`src/sv/bpa_pkg.sv`:
```
// Shared definitions for the buddy page allocator: sizes, codes, FSM types
// and the controller/datapath command and status bundles. No dependencies.
`timescale 1ns / 1ps

package bpa_pkg;

  // Pool geometry.
  localparam int MAX_ORDER_LEVEL = 10;
  localparam int MAX_POOL_PAGES  = 4096;
  localparam int AW = $clog2(MAX_POOL_PAGES);     // page address bits
  localparam int LW = AW + 1;                     // link bits, includes null marker
  localparam int OW = $clog2(MAX_ORDER_LEVEL + 2); // order bits, holds MAX+1
  localparam logic [LW-1:0] NIL_LINK = LW'(MAX_POOL_PAGES);

  // Register map.
  localparam logic REG_POOL_PAGES = 1'b0;

  // Command codes.
  localparam logic [1:0] CMD_INIT  = 2'd0;
  localparam logic [1:0] CMD_ALLOC = 2'd1;
  localparam logic [1:0] CMD_FREE  = 2'd2;

  // Status codes.
  localparam logic [1:0] ST_OK      = 2'd0;
  localparam logic [1:0] ST_NOBLOCK = 2'd1;
  localparam logic [1:0] ST_BADCNT  = 2'd2;
  localparam logic [1:0] ST_RANGE   = 2'd3;

  typedef enum logic [3:0] {
    S_CLEAR, S_IDLE, S_DECODE, S_ICLEAR, S_ISTEP, S_ASRCH, S_AUNL, S_SPLIT,
    S_FR, S_FBCHK, S_FBEVAL, S_PUSHA, S_PUSHB, S_DONE
  } state_t;

  typedef enum logic [1:0] {RET_INIT, RET_SPLIT, RET_FR} ret_t;

  typedef struct packed {
    logic       load;
    logic       clr_start;
    logic       clr_step;
    logic       init_setup;
    logic       init_push;
    logic       ord_dec;
    logic       alloc_setup;
    logic       ord_inc;
    logic       alloc_take;
    logic       fb_read;
    logic       unlink;
    logic       merge;
    logic       split_push;
    logic       fr_step;
    logic       fb_push;
    logic       push_a;
    logic       push_b;
    logic       range_alloc;
    logic       range_free;
    logic       set_status;
    logic [1:0] status_code;
    logic       out_load;
  } dp_cmd_t;

  typedef struct packed {
    logic [1:0] cmd;
    logic       lim_zero;
    logic       alloc_bad;
    logic       free_bad_n;
    logic       free_oob;
    logic       clr_last;
    logic       init_fits;
    logic       ord_zero;
    logic       cur_over;
    logic       head_empty;
    logic       fb_stop;
    logic       fb_match;
    logic       split_more;
    logic       tail;
    logic       fr_done;
    logic       out_busy;
  } dp_stat_t;

  // Block size of an order, in pages.
  function automatic logic [LW-1:0] pow2(input logic [OW-1:0] o);
    return LW'(1) << o;
  endfunction

endpackage

```
`src/sv/bpa_ctrl.sv`:
```
// Controller state machine of the buddy page allocator.
// Depends on bpa_pkg; drives the datapath through dp_cmd_t.
`timescale 1ns / 1ps

module bpa_ctrl
  import bpa_pkg::*;
(
  input  logic     clk,
  input  logic     rst,
  input  logic     in_valid,
  output logic     in_stall,
  input  dp_stat_t stat,
  output dp_cmd_t  cmd
);

  state_t state, state_next;
  ret_t   ret, ret_next;

  // State and return-point registers.
  always_ff @(posedge clk) begin
    if (rst) begin
      state <= S_CLEAR;
      ret   <= RET_INIT;
    end else begin
      state <= state_next;
      ret   <= ret_next;
    end
  end

  // Next state.
  always_comb begin
    state_next = state;
    ret_next   = ret;
    unique case (state)
      S_CLEAR: begin
        if (stat.clr_last) state_next = S_IDLE;
      end
      S_IDLE: begin
        if (in_valid) state_next = S_DECODE;
      end
      S_DECODE: begin
        unique case (stat.cmd)
          CMD_INIT:  state_next = stat.lim_zero ? S_DONE : S_ICLEAR;
          CMD_ALLOC: state_next = stat.alloc_bad ? S_DONE : S_ASRCH;
          CMD_FREE:  state_next = (stat.free_bad_n || stat.free_oob) ? S_DONE : S_FR;
          default:   state_next = S_DONE;
        endcase
      end
      S_ICLEAR: begin
        if (stat.clr_last) state_next = S_ISTEP;
      end
      S_ISTEP: begin
        if (stat.init_fits) begin
          state_next = S_PUSHA;
          ret_next   = RET_INIT;
        end else if (stat.ord_zero) begin
          state_next = S_DONE;
        end
      end
      S_ASRCH: begin
        if (stat.cur_over) state_next = S_DONE;
        else if (!stat.head_empty) state_next = S_AUNL;
      end
      S_AUNL: state_next = S_SPLIT;
      S_SPLIT: begin
        if (stat.split_more) begin
          state_next = S_PUSHA;
          ret_next   = RET_SPLIT;
        end else if (stat.tail) begin
          state_next = S_FR;
        end else begin
          state_next = S_DONE;
        end
      end
      S_FR: begin
        state_next = stat.fr_done ? S_DONE : S_FBCHK;
      end
      S_FBCHK: begin
        if (stat.fb_stop) begin
          state_next = S_PUSHA;
          ret_next   = RET_FR;
        end else begin
          state_next = S_FBEVAL;
        end
      end
      S_FBEVAL: begin
        if (stat.fb_match) begin
          state_next = S_FBCHK;
        end else begin
          state_next = S_PUSHA;
          ret_next   = RET_FR;
        end
      end
      S_PUSHA: state_next = S_PUSHB;
      S_PUSHB: begin
        unique case (ret)
          RET_INIT:  state_next = S_ISTEP;
          RET_SPLIT: state_next = S_SPLIT;
          RET_FR:    state_next = S_FR;
          default:   state_next = S_FR;
        endcase
      end
      S_DONE: begin
        if (!stat.out_busy) state_next = S_IDLE;
      end
      default: state_next = S_IDLE;
    endcase
  end

  // Datapath commands.
  always_comb begin
    cmd      = '0;
    in_stall = 1'b1;
    unique case (state)
      S_CLEAR: cmd.clr_step = 1'b1;
      S_IDLE: begin
        in_stall = 1'b0;
        cmd.load = in_valid;
      end
      S_DECODE: begin
        unique case (stat.cmd)
          CMD_INIT: begin
            if (stat.lim_zero) begin
              cmd.set_status  = 1'b1;
              cmd.status_code = ST_BADCNT;
            end else begin
              cmd.clr_start = 1'b1;
            end
          end
          CMD_ALLOC: begin
            if (stat.alloc_bad) begin
              cmd.set_status  = 1'b1;
              cmd.status_code = ST_BADCNT;
            end else begin
              cmd.alloc_setup = 1'b1;
            end
          end
          CMD_FREE: begin
            if (stat.free_bad_n) begin
              cmd.set_status  = 1'b1;
              cmd.status_code = ST_BADCNT;
            end else if (stat.free_oob) begin
              cmd.set_status  = 1'b1;
              cmd.status_code = ST_RANGE;
            end else begin
              cmd.range_free = 1'b1;
            end
          end
          default: cmd.set_status = 1'b0;
        endcase
      end
      S_ICLEAR: begin
        cmd.clr_step   = 1'b1;
        cmd.init_setup = stat.clr_last;
      end
      S_ISTEP: begin
        if (stat.init_fits) cmd.init_push = 1'b1;
        else if (!stat.ord_zero) cmd.ord_dec = 1'b1;
      end
      S_ASRCH: begin
        if (stat.cur_over) begin
          cmd.set_status  = 1'b1;
          cmd.status_code = ST_NOBLOCK;
        end else if (!stat.head_empty) begin
          cmd.alloc_take = 1'b1;
        end else begin
          cmd.ord_inc = 1'b1;
        end
      end
      S_AUNL: cmd.unlink = 1'b1;
      S_SPLIT: begin
        if (stat.split_more) cmd.split_push = 1'b1;
        else if (stat.tail) cmd.range_alloc = 1'b1;
      end
      S_FR: cmd.fr_step = !stat.fr_done;
      S_FBCHK: begin
        if (stat.fb_stop) cmd.fb_push = 1'b1;
        else cmd.fb_read = 1'b1;
      end
      S_FBEVAL: begin
        if (stat.fb_match) begin
          cmd.unlink = 1'b1;
          cmd.merge  = 1'b1;
        end else begin
          cmd.fb_push = 1'b1;
        end
      end
      S_PUSHA: cmd.push_a = 1'b1;
      S_PUSHB: cmd.push_b = 1'b1;
      S_DONE:  cmd.out_load = !stat.out_busy;
      default: cmd = '0;
    endcase
  end

`ifndef SYNTHESIS
  // The second push state always follows the first, back to back.
  a_push_pair: assert property (@(posedge clk) disable iff (rst)
    state == S_PUSHA |=> state == S_PUSHB)
    else $error("push sequence broken");

  // Only the idle state takes a new transaction.
  a_take_idle: assert property (@(posedge clk) disable iff (rst)
    cmd.load |-> state == S_IDLE && in_valid)
    else $error("transaction taken outside idle");

  // Loading the result always returns the controller to idle.
  a_done_exit: assert property (@(posedge clk) disable iff (rst)
    cmd.out_load |=> state == S_IDLE)
    else $error("result load did not return to idle");
`endif

endmodule

```
`config.mk`:
```
export PLATFORM = sky130hd
export DESIGN_NAME = bpa_ctrl
export DESIGN_NICKNAME = d
export VERILOG_FILES = /design/src/sv/bpa_pkg.sv /design/src/sv/bpa_ctrl.sv
export SDC_FILE = /design/constraint.sdc
export NUM_CORES = 1
export LEC_CHECK = 0
export BUFFER_PORTS_ARGS = -buffer_cell sky130_fd_sc_hd__buf_2
export CAP_MARGIN = 20
export CORE_MARGIN = 5
export CORE_UTILIZATION = 40
export CTS_CLUSTER_SIZE = 16
export DETAILED_ROUTE_END_ITERATION = 10
export GPL_ROUTABILITY_DRIVEN = 1
export PLACE_DENSITY = 0.72
export SYNTH_ARGS = -nofsm -noshare
export SYNTH_HDL_FRONTEND = slang
export SYNTH_SLANG_ARGS = --single-unit
```
`constraint.sdc`:
```
create_clock -name clk -period 1.8 [get_ports clk]
set_input_delay 0.18 -clock clk [delete_from_list [all_inputs] [get_ports clk]]
set_output_delay 0.18 -clock clk [all_outputs]
set_load 0.02 [all_outputs]
```
# After elaboration in Yosys (flattened, before gate mapping)
# Cells that the tools add are included.
# Widths: inputs -> output; s select.
[word_totals]
reg_bits = 6
in_bits = 20
output_inout_bits = 24
elab_cells = 109
[classes]
eq_ne = 26
n_mux = 71
reduce_logical = 10
[op_table]
columns = ["operator", "n"]
rows = [
  ["$pmux 4 s14", 1],
  ["$mux 4", 10],
  ["$mux 1", 34],
  ["$mux 3", 9],
  ["$eq 4x4->1 const B", 6],
  ["$mux 2", 9],
  ["$eq 4x3->1 const B", 4],
  ["$ne 2x2->1 const B", 8],
  ["$pmux 4 s3", 1],
  ["$eq 4x2->1 const B", 2],
  ["$pmux 2 s4", 1],
  ["$pmux 4 s2", 1],
  ["$ne 3x3->1 const B", 2],
  ["$pmux 2 s3", 1],
  ["$pmux 3 s2", 1],
  ["$reduce_and 6->1", 1],
  ["$reduce_and 5->1", 1],
  ["$eq 2x1->1 const B", 2],
  ["$eq 4x1->1 const B", 1],
  ["$logic_not 2->1", 2],
  ["$logic_not 4->1", 1],
  ["$pmux 1 s2", 2],
  ["$reduce_bool 4->1", 1],
  ["$pmux 1 s3", 1],
  ["4 further kinds", 5],
]

# Depth between registers and ports, before layout
# Gate-level depths: netlist of run 1.
[logic_depth]
depth_word = 4
depth_mapped = 7
mapped_depth_nobuf = 5

# Least setup slack after synthesis of run 1
# OpenSTA, ideal clock, no wires.
[synth_timing]
path_kind = "register to register"
startpoint = "register state[1]"
endpoint = "register ret[1]"
setup_ns = 0.115
arrival_time_ns = 1.792
required_ns = 1.685
slack_ns = -0.107
stages_incl_launch_ff = 7
path_cell_list = "dfxtp_1 clkbuf_1 or3b_2 a21oi_1 a21oi_1 a21oi_1 nor2_1"
[synth_between]
elab_chain_cells = 3
elab_cells_between_ends = 11
[synth_rtl]
columns = ["item", "line_no", "text"]
rows = [
  ["start, declared", "bpa_ctrl.sv:16", "state_t state, state_next;"],
  ["start signal, assigned", "bpa_ctrl.sv:25", "state <= state_next;"],
  ["$eq 4x3->1 or $eq 4x4->1 (tied branches)", "bpa_ctrl.sv:34", "unique case (state)"],
  ["$reduce_bool 4->1 (no line) or $ne 2x2->1 (tied branches)", "-", ""],
  ["$reduce_and 5->1 (no line)", "-", ""],
  ["end signal, assigned", "bpa_ctrl.sv:26", "ret <= ret_next;"],
  ["end, declared", "bpa_ctrl.sv:17", "ret_t ret, ret_next;"],
]
# Several ways; a longest one is shown, not always the timed one.
# A chain may end at the register's enable or synchronous reset.

==> out/results.tsv, run 1 <==
stage	metric	value	unit
critical_path	crit_chain	or4b_4 > buf_6 > and2b_1 > buf_6	
cts	clkTransAtPathRegs	0.04	ns
cells_and_area	synthToLayoutAreaGrowth	53.9	%
critical_path	max_stage_delay	0.54	ns
job	maxCapViolCount	0	
global_route	antenna_found_initial	0	
timing	slew_viol_final	0	
worst_hold_path	whs_endpoint	state[3]$_SDFFE_PP0P_	
critical_path	worst-endpoint-required	1.62	ns
critical_path	critPathMaxFanout	4	
synth	synth_enable_flop_cells	0	
critical_path	reg2reg_from	state[0]$_SDFFE_PP0P_	
cts	cts_tree	built	
floorplan	die_area	3210	um^2
critical_path	crit_type	flip-flop to output port	
detailed_routing	first_pass_iters	4	
cells_and_area	stdcell_area	1340	um^2
timing	min_period	1.78	ns
cts	clock-sinks	6	
critical_path	crit_path_frequent_cell	buf_6	
floorplan	core_area	2020	um^2
place	placed_area	1190	um^2
power	irDropWorstVdd	0.296	mV
timing	hold_violations	0	
detailed_routing	num_vias	1228	
critical_path	regToRegSetupSlack	0.03	ns
synth	netlist-cell-type-count	41	
timing	skew	0.00882	ns
cells_and_area	diodes	0	
timing	setup_viol	0	
cells_and_area	nNetsFinal	209	
floorplan	die_y	56.7	um
place	dp_hpwl	2.49	mm
floorplan	ioPinCount	44	
cts	cts_hold_buffers	0	
synth	synth_area_leaders	dfxtp_1, nand2b_1, a21oi_1	
power	leakagePower	0.605	nW
worst_hold_path	hp-class	primary input to flip-flop	
synth	synth-seq-area-share	13.8	%
global_route	grt_max_degree	24	
synth	synth_area_per_cell	6.36	um^2
synth	ys_seq_elements	6	
synth	yosys.area.top_type	dfxtp_1	
place	placedCellCount	211	
timing	worstMarginPinSlew	0.325	ns
timing	hold_slack	0.173	ns
critical_path	arrival	1.60	ns
floorplan	num_rows	16	
synth	ys_top_cells_by_count	nor2_1, a21oi_1, nand2b_1, nor3_1, o21ai_0	
synth	syn-instance-count	137	
timing	max_freq	0.561	GHz
synth	syn_area	871	um^2
synth	synthArstFlopShare	0	%
cts	cts.path.max_buffers	2	
power	finalPower	588	uW
detailed_routing	drc	0	
synth	synth_ff_type	dfxtp_1	
worst_hold_path	hold_depth	2	
global_route	grt_pass1_vias	1151	
floorplan	die_x	56.7	um
global_route	grt_usage	20.8	%
worst_hold_path	min-delay-start	rst	
cells_and_area	drive_above_1_share	42.8	%
outcome	status	finished clean	
floorplan	start_util	43.1	%
timing	fin_tns_setup	0	ns
timing	slew_headroom	78.1	%
detailed_routing	routed_wl	3.25	mm
power	power.density	438	nW/um^2
cts	htree_levels	1	
synth	yosysTopAreaCellShare	13.8	%
detailed_routing	detail_route.wl_per_cell	15.2	um
detailed_routing	first_iter_violations	68	
global_route	overflow	0	
critical_path	cp-start-kind	flip-flop	
cells_and_area	stdcell_count	214	
cts	clk_latency	0.27	ns
critical_path	reg2reg_depth	5	
place	io_buffer_count	43	
cts	cts_buffers	3	
critical_path	r2r-end	state[3]$_SDFFE_PP0P_	
place	place_congestion	0.943	
critical_path	slowest_stage	or4b_4	
global_route	grt_pass1_wl	5.37	mm
synth	synth.most_common_cell	nor2_1	
timing	rsz0062_at_grt	yes	
detailed_routing	via_per_inst	5.74	
synth	ys_warn_count	0	
detailed_routing	antenna_left	0	
critical_path	cp-end-kind	output port	
cts	root_buffer	clkbuf_4	
synth	syn_nets	157	
timing	min_period_over_period	99.1	%
## worst max path at each step
stage                                from                    end  slack (ns)  cells past startpoint
finish              state[0]$_SDFFE_PP0P_                cmd[21]        0.02                      4
global route        state[0]$_SDFFE_PP0P_                cmd[21]       -0.02                      4
CTS                 state[3]$_SDFFE_PP0P_                cmd[21]       0.003                      4
detailed placement  state[3]$_SDFFE_PP0P_  state[3]$_SDFFE_PP0P_       0.009                      5
global placement    state[2]$_SDFFE_PP0P_  state[3]$_SDFFE_PP0P_        0.07                      5
floorplan           state[1]$_SDFFE_PP0P_  state[0]$_SDFFE_PP0P_       0.008                      6
## worst max-delay path: cells and delay by family (launching register included)
| family | cells | cell delay [ns] |
|---|---|---|
| flops | 1 | 0.33 |
| buf+inv | 2 | 0.26 |
| simple gates | 2 | 0.75 |
## metrics by stage
stage               setup slack, ns  utilization, %
floorplan                   0.00799               -
global placement             0.0678            59.1
detailed placement          0.00901            59.1
CTS                         0.00294            62.7
global route                -0.0227            66.3
finish                       0.0171            66.3
## where the power goes
group / total (mW) / internal (mW) / switching (mW)
clock network: 0.139 / 0.0764 / 0.0628
registers: 0.149 / 0.141 / 0.00731
logic: 0.300 / 0.128 / 0.171
## sequential cells by signal, indices dropped and copies added, names as in the netlist
| name | flops |
|---|---|
| state | 4 |
| ret | 2 |
## layout by cell type, fill, tap and decap left out, types with 5 or more instances in the layout
cell      instances
nor2_1           12
buf_6             5
inv_1             6
a21oi_1           8
buf_2            36
nand2_1           7
nand2b_1          9
buf_4            11
nor2b_1           7
nor3_1            8
o21ai_0           9
## kinds of logic after synthesis
logic type,synth area share (%)
simple gates,51.9
compound gates,26.6
buf+inv,6.61
flops,13.8
mux,1.15
## layer usage
metal  global-route usage, %  up-vias  share of wire (%)
met5                       0        -                  0
met4                    6.44        0                1.0
met3                    5.05        4                9.5
met2                    34.5       64                 47
met1                    26.2      554                 43
li1                        -      606                  -
## what timing repair did
| item | CTS | global route |
|---|---|---|
| setup endpoints to repair | 8 | 13 |
| pin swaps | 2 | 5 |
| setup buffers | 1 | 0 |
| gates resized for setup | 16 | 20 |
## area by class of cell
cell class | instances | area (um^2)
multi-input combinational | 116 | 756
fill | 181 | 682
timing repair buffer | 55 | 374
sequential | 6 | 125
tap | 27 | 33.8
inverter | 7 | 28.8
clock buffer | 3 | 22.5
Power figures use the tool's default switching activity.
==> inputs of run 2 (changes only) <==
CELL_PAD_IN_SITES_DETAIL_PLACEMENT = 2   (was not set)
CELL_PAD_IN_SITES_GLOBAL_PLACEMENT = 2   (was not set)
CORE_UTILIZATION = 20   (was 40)
PLACE_DENSITY = 0.74   (was 0.72)
SLEW_MARGIN = 20   (was not set)
==> run 2 against run 1 <==
Net effect:
- combinational power grew 6%
- cell area up 6.3%
- utilization decreased by 33 points
- sequential share of layout area fell by 0.55 points
- clock power up 45%
- register-to-register slack is essentially flat
- flip-flop and latch count unchanged
- global-route usage decreased by 5.3 points
- clock skew down 0.0065 ns
- sequential power about the same
- largest power group unchanged
==> out/results.tsv, run 2 (same netlist as run 1, synthesis figures left out) <==
stage	metric	value	unit
cts	clk_latency	0.22	ns
cells_and_area	layout_common_cells	buf_2, buf_4, nor2_1	
cells_and_area	nNetsFinal	216	
timing	skew	0.00232	ns
global_route	antenna_found_initial	0	
cells_and_area	stdcell_count	246	
cts	clock-sinks	6	
outcome	status	finished clean	
timing	hold_violations	0	
place	io_buffer_count	43	
detailed_routing	antenna_left	0	
global_route	grt_pass1_vias	1440	
detailed_routing	drc	0	
cells_and_area	drive_above_1_share	44.8	%
cells_and_area	top_register	state	
cts	cts_buffers	3	
critical_path	regToRegSetupSlack	0.02	ns
cells_and_area	diodes	0	
cts	clkTransAtPathRegs	0.04	ns
floorplan	die_area	5770	um^2
floorplan	die_y	76.0	um
timing	fin_tns_setup	0	ns
critical_path	worst-endpoint-required	1.95	ns
global_route	grt_max_degree	24	
place	place_congestion	0.809	
place	dp_hpwl	3.64	mm
cells_and_area	largest_reg_flops	4	
power	power.density	471	nW/um^2
power	irDropWorstVdd	0.194	mV
detailed_routing	detail_route.wl_per_cell	18.9	um
global_route	grt_pass1_wl	7.51	mm
critical_path	critPathMaxFanout	2	
cells_and_area	top_regs	state: 4 flops, ret: 2 flops	
timing	min_period_over_period	98.7	%
cts	root_buffer	clkbuf_8	
floorplan	num_rows	24	
detailed_routing	via_per_inst	5.24	
cells_and_area	synthToLayoutAreaGrowth	63.5	%
cells_and_area	final.fill_count	520	
critical_path	arrival	1.93	ns
cts	htree_levels	1	
timing	max_freq	0.563	GHz
timing	slew_viol_final	0	
floorplan	core_area	4290	um^2
timing	min_period	1.78	ns
detailed_routing	first_pass_iters	4	
floorplan	start_util	20.3	%
power	leakagePower	0.640	nW
critical_path	cp-end-kind	flip-flop	
critical_path	cp-start-kind	flip-flop	
place	placedCellCount	241	
floorplan	ioPinCount	44	
cells_and_area	final_common_cell	buf_2	
timing	setup_viol	0	
job	maxCapViolCount	0	
timing	worstMarginPinSlew	0.408	ns
worst_hold_path	hp-class	primary input to flip-flop	
timing	slew_headroom	72.5	%
global_route	overflow	0	
cts	cts_tree	built	
global_route	grt_usage	15.5	%
detailed_routing	num_vias	1290	
floorplan	die_x	76.0	um
detailed_routing	first_iter_violations	50	
cts	cts.path.max_buffers	2	
timing	rsz0062_at_grt	yes	
critical_path	crit_type	flip-flop to flip-flop	
detailed_routing	routed_wl	4.65	mm
[run 2: changes by cell type in the layout (fill, tap and decap cells not counted), moves of 2 or more]
| cell | before | now |
|---|---|---|
| clkbuf_8 | 0 | 3 |
| buf_4 | 11 | 20 |
| inv_2 | 0 | 2 |
| clkbuf_4 | 3 | 0 |
[run 2: final timing paths]
kind,cells after the start,end,start
max reg2reg,5,state[3]$_SDFFE_PP0P_,state[2]$_SDFFE_PP0P_
min,2,state[3]$_SDFFE_PP0P_,rst
max,5,state[3]$_SDFFE_PP0P_,state[2]$_SDFFE_PP0P_
min reg2reg,2,ret[0]$_SDFFE_PP0P_,ret[0]$_SDFFE_PP0P_
[run 2: where the power goes]
part | leakage (nW) | total [mW] | internal, mW | switching, mW
combinational | 0.568 | 0.318 | 0.134 | 0.184
clock | 0.0216 | 0.201 | 0.144 | 0.0572
sequential | 0.0504 | 0.151 | 0.142 | 0.00935
[run 2: stage by stage]
step	hold WS, ns	worst slack (ns)	utilization, %	total power, mW	instance area [um^2]
after floorplan	0.242	0.00799	-	0.304	875
after global placement	0.439	0.0680	29.4	0.428	1260
after detailed placement	0.447	-0.00550	29.4	0.440	1260
after CTS	0.223	-0.0560	31.6	0.658	1360
after global routing	0.221	-0.0152	33.2	0.710	1420
final	0.217	0.0238	33.2	0.670	1420
[run 2: area by class of cell]
class / count / area, um^2 / share of cell area [%]
clock buffers: 3 / 41.3 / 2.90
inverters: 7 / 26.3 / 1.85
multi-input cells: 116 / 751 / 52.7
flip-flops and latches: 6 / 125 / 8.79
well taps: 52 / 65.1 / 4.57
repair buffers: 62 / 415 / 29.2
[run 2: timing repair]
item / 4_1_cts / 5_1_grt
resized for setup: 11 / 21
setup endpoints to repair: 12 / 16
hold buffers: 0 / 0
pin swaps: 1 / 6
setup buffers: 1 / 1
[run 2: layer usage]
| metal | share of wire (%) | vias to the layer above | global-route usage [%] |
|---|---|---|---|
| met3 | 6.3 | 8 | 4.61 |
| met1 | 41 | 627 | 17.0 |
| met4 | 1.9 | 0 | 4.80 |
| met2 | 51 | 43 | 28.2 |
| li1 | - | 612 | - |
| met5 | 0 | - | 0 |
[run 2: critical path: stages (launching register included)]
cell and delay [ns]:
dfxtp_2 0.32, or4b_4 0.53, or2_4 0.24, o32a_1 0.17, a211o_1 0.31, a21oi_2 0.12
